--- config.mk ---
export PLATFORM = sky130hd
export DESIGN_NAME = der_ecdsa_signature_parser_core
export DESIGN_NICKNAME = d
export VERILOG_FILES = /design/src/hdl/desp_pkg.sv /design/src/hdl/desp_front.sv /design/src/hdl/desp_queue.sv /design/src/hdl/desp_back.sv /design/src/hdl/der_ecdsa_signature_parser_core.sv
export SDC_FILE = /design/constraint.sdc
export NUM_CORES = 1
export LEC_CHECK = 0
export BUFFER_PORTS_ARGS = -buffer_cell sky130_fd_sc_hd__buf_4
export CAP_MARGIN = 25
export CELL_PAD_IN_SITES_DETAIL_PLACEMENT = 2
export CELL_PAD_IN_SITES_GLOBAL_PLACEMENT = 2
export CORE_ASPECT_RATIO = 1.1
export CORE_MARGIN = 3
export CORE_UTILIZATION = 40
export CTS_CLUSTER_SIZE = 28
export DETAILED_ROUTE_END_ITERATION = 8
export PLACE_DENSITY_LB_ADDON = 0.1
export SYNTH_ARGS = -nofsm -noshare
export SYNTH_HDL_FRONTEND = slang
export SYNTH_SLANG_ARGS = --single-unit
--- constraint.sdc ---
create_clock -name clock -period 8.75 [get_ports clock]
set_clock_uncertainty 0.2 [all_clocks]
set_input_delay 0.875 -clock clock [delete_from_list [all_inputs] [get_ports clock]]
set_output_delay 0.875 -clock clock [all_outputs]
set_load 0.005 [all_outputs]
--- src/hdl/desp_pkg.sv ---
`timescale 1ns / 1ps

package desp_pkg;

   localparam logic [3:0] PH_SEQ_TAG  = 4'd0;
   localparam logic [3:0] PH_SEQ_LEN  = 4'd1;
   localparam logic [3:0] PH_SEQ_LONG = 4'd2;
   localparam logic [3:0] PH_R_TAG    = 4'd3;
   localparam logic [3:0] PH_R_LEN    = 4'd4;
   localparam logic [3:0] PH_R_BODY   = 4'd5;
   localparam logic [3:0] PH_S_TAG    = 4'd6;
   localparam logic [3:0] PH_S_LEN    = 4'd7;
   localparam logic [3:0] PH_S_BODY   = 4'd8;
   localparam logic [3:0] PH_DONE     = 4'd9;

   localparam logic [1:0] KIND_R      = 2'd0;
   localparam logic [1:0] KIND_S      = 2'd1;
   localparam logic [1:0] KIND_REPORT = 2'd2;

   localparam logic [7:0] SEQ_TAG_BYTE  = 8'h30;
   localparam logic [7:0] LONG_LEN_BYTE = 8'h81;
   localparam logic [7:0] INT_TAG_BYTE  = 8'h02;
   localparam logic [7:0] ZERO_BYTE     = 8'h00;

   localparam int QUEUE_DEPTH = 4;
   localparam int QUEUE_AW    = $clog2(QUEUE_DEPTH);

   typedef struct packed {
      logic       has_byte;
      logic [1:0] byte_kind;
      logic [7:0] data;
      logic       has_report;
      logic       status;
      logic [6:0] r_length;
      logic [6:0] s_length;
   } rec_type;

   typedef struct packed {
      logic    push;
      rec_type rec;
   } push_type;

   typedef struct packed {
      logic    full;
      logic    not_empty;
      rec_type head;
   } queue_stat_type;

endpackage

--- src/hdl/desp_front.sv ---
`timescale 1ns / 1ps

module desp_front (
   input  logic                    clock,
   input  logic                    reset,
   input  logic                    accept,
   input  logic [7:0]              data_byte,
   input  logic                    last_byte,
   output desp_pkg::push_type      push
);

   logic [3:0] phase_ff, phase_in;
   logic [7:0] seq_rem_ff, seq_rem_in;
   logic [6:0] int_rem_ff, int_rem_in;
   logic       strip_ff, strip_in;
   logic [6:0] r_count_ff, r_count_in;
   logic [6:0] s_count_ff, s_count_in;
   logic       failed_ff, failed_in;

   logic [3:0] ph_n;
   logic [7:0] sr_n;
   logic [6:0] ir_n;
   logic       st_n;
   logic [6:0] rc_n, sc_n;
   logic       fl_n;
   logic       emit;
   logic [1:0] emit_kind;
   logic       keep;
   logic [7:0] rem1;
   logic       ok;

   always_comb begin
      ph_n      = phase_ff;
      sr_n      = seq_rem_ff;
      ir_n      = int_rem_ff;
      st_n      = strip_ff;
      rc_n      = r_count_ff;
      sc_n      = s_count_ff;
      fl_n      = failed_ff;
      emit      = 1'b0;
      emit_kind = desp_pkg::KIND_R;
      keep      = 1'b0;
      rem1      = seq_rem_ff - 8'd1;
      if (!failed_ff) begin
         case (phase_ff)
            desp_pkg::PH_SEQ_TAG: begin
               if (data_byte == desp_pkg::SEQ_TAG_BYTE) ph_n = desp_pkg::PH_SEQ_LEN;
               else fl_n = 1'b1;
            end
            desp_pkg::PH_SEQ_LEN: begin
               if (!data_byte[7]) begin
                  sr_n = data_byte;
                  ph_n = desp_pkg::PH_R_TAG;
               end else if (data_byte == desp_pkg::LONG_LEN_BYTE) begin
                  ph_n = desp_pkg::PH_SEQ_LONG;
               end else begin
                  fl_n = 1'b1;
               end
            end
            desp_pkg::PH_SEQ_LONG: begin
               sr_n = data_byte;
               ph_n = desp_pkg::PH_R_TAG;
            end
            desp_pkg::PH_R_TAG, desp_pkg::PH_S_TAG: begin
               if (seq_rem_ff == 8'd0 || data_byte != desp_pkg::INT_TAG_BYTE) begin
                  fl_n = 1'b1;
               end else begin
                  sr_n = rem1;
                  ph_n = (phase_ff == desp_pkg::PH_R_TAG) ? desp_pkg::PH_R_LEN
                                                          : desp_pkg::PH_S_LEN;
               end
            end
            desp_pkg::PH_R_LEN, desp_pkg::PH_S_LEN: begin
               if (seq_rem_ff == 8'd0) begin
                  fl_n = 1'b1;
               end else begin
                  sr_n = rem1;
                  if (data_byte == desp_pkg::ZERO_BYTE || data_byte[7] || data_byte > rem1) begin
                     fl_n = 1'b1;
                  end else begin
                     ir_n = data_byte[6:0];
                     st_n = 1'b1;
                     ph_n = (phase_ff == desp_pkg::PH_R_LEN) ? desp_pkg::PH_R_BODY
                                                             : desp_pkg::PH_S_BODY;
                  end
               end
            end
            desp_pkg::PH_R_BODY, desp_pkg::PH_S_BODY: begin
               if (int_rem_ff == 7'd0 || seq_rem_ff == 8'd0) begin
                  fl_n = 1'b1;
               end else begin
                  keep = !(strip_ff && data_byte == desp_pkg::ZERO_BYTE && int_rem_ff > 7'd1);
                  if (keep) begin
                     st_n = 1'b0;
                     emit = 1'b1;
                     if (phase_ff == desp_pkg::PH_R_BODY) begin
                        rc_n      = r_count_ff + 7'd1;
                        emit_kind = desp_pkg::KIND_R;
                     end else begin
                        sc_n      = s_count_ff + 7'd1;
                        emit_kind = desp_pkg::KIND_S;
                     end
                  end
                  ir_n = int_rem_ff - 7'd1;
                  sr_n = rem1;
                  if (int_rem_ff == 7'd1) begin
                     if (phase_ff == desp_pkg::PH_R_BODY) ph_n = desp_pkg::PH_S_TAG;
                     else if (rem1 != 8'd0) fl_n = 1'b1;
                     else ph_n = desp_pkg::PH_DONE;
                  end
               end
            end
            desp_pkg::PH_DONE: begin
            end
            default: fl_n = 1'b1;
         endcase
      end

      ok = !fl_n && ph_n == desp_pkg::PH_DONE;

      push.push               = accept && (emit || last_byte);
      push.rec.has_byte       = emit;
      push.rec.byte_kind      = emit_kind;
      push.rec.data           = data_byte;
      push.rec.has_report     = last_byte;
      push.rec.status         = !ok;
      push.rec.r_length       = ok ? rc_n : 7'd0;
      push.rec.s_length       = ok ? sc_n : 7'd0;

      if (last_byte) begin
         phase_in   = desp_pkg::PH_SEQ_TAG;
         seq_rem_in = 8'd0;
         int_rem_in = 7'd0;
         strip_in   = 1'b1;
         r_count_in = 7'd0;
         s_count_in = 7'd0;
         failed_in  = 1'b0;
      end else begin
         phase_in   = ph_n;
         seq_rem_in = sr_n;
         int_rem_in = ir_n;
         strip_in   = st_n;
         r_count_in = rc_n;
         s_count_in = sc_n;
         failed_in  = fl_n;
      end
   end

   always_ff @(posedge clock) begin
      if (reset) begin
         phase_ff   <= desp_pkg::PH_SEQ_TAG;
         seq_rem_ff <= 8'd0;
         int_rem_ff <= 7'd0;
         strip_ff   <= 1'b1;
         r_count_ff <= 7'd0;
         s_count_ff <= 7'd0;
         failed_ff  <= 1'b0;
      end else if (accept) begin
         phase_ff   <= phase_in;
         seq_rem_ff <= seq_rem_in;
         int_rem_ff <= int_rem_in;
         strip_ff   <= strip_in;
         r_count_ff <= r_count_in;
         s_count_ff <= s_count_in;
         failed_ff  <= failed_in;
      end
   end

endmodule

--- src/hdl/desp_queue.sv ---
`timescale 1ns / 1ps

module desp_queue (
   input  logic                       clock,
   input  logic                       reset,
   input  desp_pkg::push_type         push,
   input  logic                       pop,
   output desp_pkg::queue_stat_type   stat
);

   desp_pkg::rec_type             mem_ff [desp_pkg::QUEUE_DEPTH];
   logic [desp_pkg::QUEUE_AW-1:0] wr_ptr_ff, wr_ptr_in;
   logic [desp_pkg::QUEUE_AW-1:0] rd_ptr_ff, rd_ptr_in;
   logic [desp_pkg::QUEUE_AW:0]   count_ff, count_in;
   logic                          do_push;
   logic                          do_pop;

   always_comb begin
      do_push   = push.push && (count_ff != (desp_pkg::QUEUE_AW+1)'(desp_pkg::QUEUE_DEPTH));
      do_pop    = pop && (count_ff != '0);
      wr_ptr_in = do_push ? wr_ptr_ff + 1'b1 : wr_ptr_ff;
      rd_ptr_in = do_pop ? rd_ptr_ff + 1'b1 : rd_ptr_ff;
      count_in  = count_ff + {{desp_pkg::QUEUE_AW{1'b0}}, do_push}
                           - {{desp_pkg::QUEUE_AW{1'b0}}, do_pop};
      stat.full      = (count_ff == (desp_pkg::QUEUE_AW+1)'(desp_pkg::QUEUE_DEPTH));
      stat.not_empty = (count_ff != '0);
      stat.head      = mem_ff[rd_ptr_ff];
   end

   always_ff @(posedge clock) begin
      if (reset) begin
         wr_ptr_ff <= '0;
         rd_ptr_ff <= '0;
         count_ff  <= '0;
      end else begin
         wr_ptr_ff <= wr_ptr_in;
         rd_ptr_ff <= rd_ptr_in;
         count_ff  <= count_in;
      end
   end

   always_ff @(posedge clock) begin
      if (do_push) begin
         mem_ff[wr_ptr_ff] <= push.rec;
      end
   end

endmodule

--- src/hdl/desp_back.sv ---
`timescale 1ns / 1ps

module desp_back (
   input  logic                       clock,
   input  logic                       reset,
   input  desp_pkg::queue_stat_type   stat,
   output logic                       pop,
   input  logic                       rsp_stall,
   output logic                       rsp_valid,
   output logic [1:0]                 rsp_kind,
   output logic [7:0]                 rsp_data_byte_res,
   output logic                       rsp_status,
   output logic [6:0]                 rsp_r_length,
   output logic [6:0]                 rsp_s_length,
   output logic                       rsp_last
);

   logic byte_sent_ff, byte_sent_in;
   logic send_byte;
   logic fire;

   always_comb begin
      send_byte = stat.head.has_byte && !byte_sent_ff;
      rsp_valid = stat.not_empty;
      fire      = rsp_valid && !rsp_stall;
      if (send_byte) begin
         rsp_kind          = stat.head.byte_kind;
         rsp_data_byte_res = stat.head.data;
         rsp_status        = 1'b0;
         rsp_r_length      = 7'd0;
         rsp_s_length      = 7'd0;
         rsp_last          = 1'b0;
      end else begin
         rsp_kind          = desp_pkg::KIND_REPORT;
         rsp_data_byte_res = 8'd0;
         rsp_status        = stat.head.status;
         rsp_r_length      = stat.head.r_length;
         rsp_s_length      = stat.head.s_length;
         rsp_last          = 1'b1;
      end
      pop          = fire && !(send_byte && stat.head.has_report);
      byte_sent_in = byte_sent_ff;
      if (fire) begin
         byte_sent_in = send_byte && stat.head.has_report;
      end
   end

   always_ff @(posedge clock) begin
      if (reset) begin
         byte_sent_ff <= 1'b0;
      end else begin
         byte_sent_ff <= byte_sent_in;
      end
   end

endmodule

--- src/hdl/der_ecdsa_signature_parser_core.sv ---
`timescale 1ns / 1ps
// Channel   Direction  Handshake                Payload
// req_      in         req_valid / req_stall    data_byte, last_byte
// rsp_      out        rsp_valid / rsp_stall    kind, data_byte_res, status, r_length,
//                                               s_length, last
//
// One input byte per cycle while req_stall is low; the parser state machine updates
// on each transaction. Each byte yields zero, one or two results, queued four deep;
// the output side drains one result per cycle while rsp_stall is low, so a byte that
// ends a signature while keeping an integer byte gives a byte result, then a report.
// Reset clears the parser state and empties the queue.
// req_stall rises only while the queue is full; rsp_stall holds the queue head.

module der_ecdsa_signature_parser_core (
   input  logic       clock,
   input  logic       reset,
   input  logic       req_valid,
   output logic       req_stall,
   input  logic [7:0] req_data_byte,
   input  logic       req_last_byte,
   output logic       rsp_valid,
   input  logic       rsp_stall,
   output logic [1:0] rsp_kind,
   output logic [7:0] rsp_data_byte_res,
   output logic       rsp_status,
   output logic [6:0] rsp_r_length,
   output logic [6:0] rsp_s_length,
   output logic       rsp_last
);

   desp_pkg::push_type       push;
   desp_pkg::queue_stat_type stat;
   logic                     pop;
   logic                     accept;

   assign req_stall = stat.full;
   assign accept    = req_valid && !stat.full;

   desp_front u_front (
      .clock     (clock),
      .reset     (reset),
      .accept    (accept),
      .data_byte (req_data_byte),
      .last_byte (req_last_byte),
      .push      (push)
   );

   desp_queue u_queue (
      .clock (clock),
      .reset (reset),
      .push  (push),
      .pop   (pop),
      .stat  (stat)
   );

   desp_back u_back (
      .clock             (clock),
      .reset             (reset),
      .stat              (stat),
      .pop               (pop),
      .rsp_stall         (rsp_stall),
      .rsp_valid         (rsp_valid),
      .rsp_kind          (rsp_kind),
      .rsp_data_byte_res (rsp_data_byte_res),
      .rsp_status        (rsp_status),
      .rsp_r_length      (rsp_r_length),
      .rsp_s_length      (rsp_s_length),
      .rsp_last          (rsp_last)
   );

endmodule
# After elaboration in Yosys (flattened, before gate mapping)
# Memory sizes are Yosys's and may differ from the RTL's. A register that Yosys moved wholly into a read port is not among the register bits.
# Cells that the tools add are included.
[op_classes]
add_sub_neg = 8
order_cmp = 2
eq_ne = 23
n_mux = 81
n_reduce_logical = 37
[op_table]
columns = ["operator", "count"]
rows = [
  ["$mux W7", 21],
  ["$mux W8", 7],
  ["$mux W4", 13],
  ["$pmux W8 S5", 1],
  ["$mux W1", 27],
  ["$pmux W4 S6", 1],
  ["$ne A3 B3 Y1 const B", 7],
  ["$eq A4 B3 Y1 const B", 4],
  ["$logic_not A8 Y1", 2],
  ["$mux W2", 8],
  ["$add A7 B1 Y7 const B", 2],
  ["$pmux W7 S2", 1],
  ["$reduce_and A7 Y1", 2],
  ["$eq A4 B4 Y1 const B", 3],
  ["$logic_and A1 B1 Y1", 11],
  ["$eq A4 B2 Y1 const B", 2],
  ["$eq A8 B6 Y1 const B", 1],
  ["$eq A8 B8 Y1 const B", 1],
  ["$gt A8 B8 Y1", 1],
  ["$ne A8 B2 Y1 const B", 1],
  ["$reduce_bool A8 Y1", 1],
  ["$reduce_or A2 Y1", 4],
  ["$sub A8 B1 Y8 const B", 1],
  ["$eq A7 B1 Y1 const B", 1],
  ["17 further kinds", 28],
]
[totals]
regBits = 43
ram_bits = 108
inputBits = 13
out_inout_bits = 28
wordCells = 163
memories = 1
[memory_table]
columns = ["memory", "depth", "word_bits", "read_ports", "rd_ports_with_merged_regs", "write_ports", "line", "text"]
rows = [
  ["u_queue.mem_ff", 4, 27, 1, 1, 1, "desp_queue.sv:11", "desp_pkg::rec_type mem_ff [desp_pkg::QUEUE_DEPTH];"],
]

# Logic depth before layout (Yosys ltp)
[depth]
depth_word = 12
depth_mapped = 13

# Cells and area by module
# From an unflattened synthesis, not the netlist that was laid out.
[unflattened]
hier_cells = 710
area_unflattened_um2 = 8287.9
[modules_own_cells]
columns = ["module", "n_inst", "cells_each", "area_per_inst_um2", "seq_area_each_um2"]
rows = [
  ["desp_queue", 1, 190, 4411.7, 3423.3],
  ["desp_front", 1, 483, 3582.2, 700.7],
  ["desp_back", 1, 36, 280.3, 20.0],
  ["der_ecdsa_signature_parser_core", 1, 1, 13.8, 0.0],
]

# Worst setup path before layout
# OpenSTA, ideal clock, no wires.
[synth_path]
path_type = "in2reg"
from = "in req_data_byte[1]"
to = "mem u_queue.mem_ff[0][10] (netlist bit) (data pin)"
setup_ps = 266
arrival_time_ps = 2940
required_time_ps = 8284
path_slack_ps = 5344
path_stages = 10
path_cell_list = "ha_1 -> nor2b_1 -> o211ai_1 -> a21oi_1 -> maj3_2 -> maj3_2 -> a21o_1 -> a211oi_4 -> buf_6 -> nor3_1"
[synth_lines]
columns = ["item", "line", "text"]
rows = [
  ["start: declaration", "der_ecdsa_signature_parser_core.sv:19", "input logic [7:0] req_data_byte,"],
  ["end: declaration", "desp_queue.sv:11", ""],
]

==> run summary <==
# hold bufs at CTS: 0
Most used DFF post-synth: edfxtp_1
Mux contribution to synthesized area: 8.876%
PortBufs: 40
Synth Cell Area: 0.007500 mm2
Initial core utilization: 41.53%
Worst-skew pair later-pin latency: 430 ps
Critical path, cell by cell: nor3_2 > xnor2_1 > ha_1 > a211oi_1 > a21oi_1 > maj3_2 > maj3_2 > a21o_1 > a211oi_4 > nor3_1
Num rows: 51
RR Startpoint: u_front.seq_rem_ff[2]
Routed met2 length: 11210 um
Cell family with most CP delay: compound AO/OA/AOI/OAI gates
CP endpoint kind: register
Remaining global-route overflow: 0
Maximum clock rate: 231.6 MHz
DR pass1 iterations: 6
# Max-Cap Violations: 0
Vias post-DR: 5355
Max incr delay on CP: 760 ps
Largest family of logic cells by synthesized area: simple AND/OR/NAND/NOR gates
First-pass GRT wire length: 34640 um
CTS tree: built
Final WL: 22100 um
Fillers: 1771
Setup Fix Bufs, Post-CTS: 0
Post-synth EDFFs: 104
Most used cell, CP: maj3_2
Post-Synth XOR/XNOR Area: 2.920%
WP depth: 10
Min-delay src: u_front.r_count_ff[4]
Max rail drop VDD: 0.1442 mV
Worst slew pin tran: 914.3 ps
Slowest CP cell: a211oi_4
Power Dens Cells: 247.8 mW/mm2
Mean Syn Cell Area: 11.85 um2
WL met3: 769 um
Crit path from: u_front.seq_rem_ff[2]
Total track usage: 22.57%
Nets: 701
H-tree Lvls: 4
Vias in the first global route: 5869
Detail Placement HPWL: 14770 um
Worst hold path class: reg -> reg
Vias/cell: 5.821
Reg2reg end: u_queue.mem_ff[3][3]
Synth area leaders: edfxtp_1, dfxtp_1, mux4_2, ha_1, nor2b_1
Post-Syn Instances: 633
Slew Limit Headroom: 38.82%
Number of synthesized register bits: 149
Total negative slack: 0 ps
Hold path cells: 2
Initial antenna violation count: 0
Top Ports: 41
Yosys cell types: 76
Routability congestion estimate: 0.8052
Worst Reg-to-Reg Cells: 10
WP buf/inv: 0
R2r setup slk: 4430 ps
Leak Pwr: 2.937 nW
First DRT Iteration DRCs: 228
CP Class: reg -> reg
Top cell type's share of synthesized area: 41.64%
Final setup fails: 0
Dpl ws: 4081 ps
Final Slew Violations: 0
Worst Hold End: u_front.r_count_ff[4]
Final Hold Vio Count: 0
Core box area: 0.01806 mm2
Most numerous cell in the Yosys netlist: edfxtp_1
# resized after CTS: 0
Crit Path Max Fanout: 16
Simple-Gate Fraction of Synth Area: 16.78%
Status: complete, no violations
Clk pin slew, worst setup/hold paths: 70 ps
Post-route setup slack: 4433 ps
Minimum clock period: 4317 ps
Wl on met1: 9879 um
Post-synthesis async set-or-reset flop share: 0%
DRC violations left: 0
CTS buffer count: 17
Yosys warns: 0
Root Buffer: clkbuf_16
Compound-Gate Fraction of Synth Area: 11.21%
Data required, critical path: 8650 ps
CP arrival: 4220 ps
Fin crit share: 49.34%
Top Metal Used: met4
Synth-to-layout area growth: 15.32%
Longest Clk Path Bufs: 2
Die H: 149.6 um
Synth area leader: edfxtp_1
DIE AREA: 0.02043 mm2
Adder-Cell Fraction of Synth Area: 3.570%
CTS Sinks: 149
Share of layout cells above drive strength 1: 20.38%
WL/cell: 24.03 um
Sequential share of the synthesized area: 53.65%
Chip Width: 136.6 um
Antenna Cells: 0
Setup repair after global routing missed its margin: false
Post-synthesis net count: 665
Post-route ant nets: 0
Synth top cells by count: edfxtp_1, dfxtp_1, nor2_1, nand2_1, a21oi_1
CP Launch Type: register
Largest net degree at the start of global routing: 44
## worst max path at each step
| stage | endpoint | slack [ps] |
|---|---|---|
| floorplan | u_queue.mem_ff[0][10] | 5340 |
| global placement | u_queue.count_ff[2] | 4230 |
| detailed placement | u_queue.count_ff[2] | 4080 |
| CTS | u_queue.count_ff[2] | 4030 |
| global route | u_queue.mem_ff[3][3] | 4180 |
| finish | u_queue.mem_ff[3][3] | 4430 |
## cell families after synthesis
| family | count (synthesis) |
|---|---|
| flops | 149 |
| compound gates | 119 |
| buf+inv | 53 |
| mux | 34 |
| simple gates | 232 |
| xor+xnor | 25 |
| fa+ha+maj | 21 |
## cell type report
class                      instances  area (um2)  area share (%)
clock inverter                    14       163.9           1.895
clock buffer                      18       429.2           4.962
tap                              238       297.8           3.443
timing repair buffer              52       410.4           4.745
sequential                       149        4025           46.54
multi-input combinational        431        3254           37.63
inverter                          18       67.56          0.7813
## placed cells by master (no fill, tap or decap), drive strengths merged, types with 4 or more instances in the layout
master	instances
edfxtp	104
buf	52
nor2	47
dfxtp	45
nand2	44
a21oi	35
nor3	32
nor2b	29
mux4	26
inv	26
o21ai	22
ha	18
clkbuf	18
xnor2	16
and2	16
nand3	10
nand4	10
xor2	9
or3	8
mux2i	8
o31ai	7
a211oi	7
o211ai	6
and3	6
or2	6
a31oi	5
nor3b	5
nor4	5
a21o	4
nand2b	4
## worst reg2reg max path: stages (launching register included)
cell	delay (ps)
dfxtp_1	380
nor3_2	290
xnor2_1	260
ha_1	340
a211oi_1	340
a21oi_1	140
maj3_2	310
maj3_2	390
a21o_1	260
a211oi_4	760
nor3_1	300
## registers in the layout, indices dropped and copies added (netlist names), named ones only
| signal | cells |
|---|---|
| u_front.phase_ff | 4 |
| u_front.strip_ff | 1 |
| u_queue.rd_ptr_ff | 2 |
| u_front.seq_rem_ff | 8 |
| u_front.failed_ff | 1 |
| u_front.s_count_ff | 7 |
| u_back.byte_sent_ff | 1 |
| u_queue.wr_ptr_ff | 2 |
| u_front.r_count_ff | 7 |
| u_queue.count_ff | 3 |
| u_front.int_rem_ff | 7 |
| u_queue.mem_ff | 104 |
## layer usage
layer  global-route usage (%)  up-vias
li1                         -     2446
met1                    29.79     2790
met2                    38.51      101
met3                    4.069       18
met4                    5.595        0
met5                        0        -
## per-stage QoR
step / power, mW / util (%) / hold WS, ps / area, um2 / cells
global route: 2.249 / 47.89 / 333.0 / 8648 / 920
global placement: 1.374 / 44.41 / 275.1 / 8020 / 886
floorplan: 1.185 / - / 260.8 / 7500 / 633
finish: 2.143 / 47.89 / 293.0 / 8648 / 920
detailed placement: 1.394 / 44.41 / 296.7 / 8020 / 886
CTS: 2.152 / 47.70 / 306.1 / 8613 / 918
## report_power, final
part           leakage, nW  switching, mW  internal (mW)
sequential            1.27         0.0372          0.789
clock                0.287          0.322          0.429
combinational         1.38          0.297          0.269
total                 2.94          0.656           1.49
Note: power is estimated with default switching activity, not from simulation.
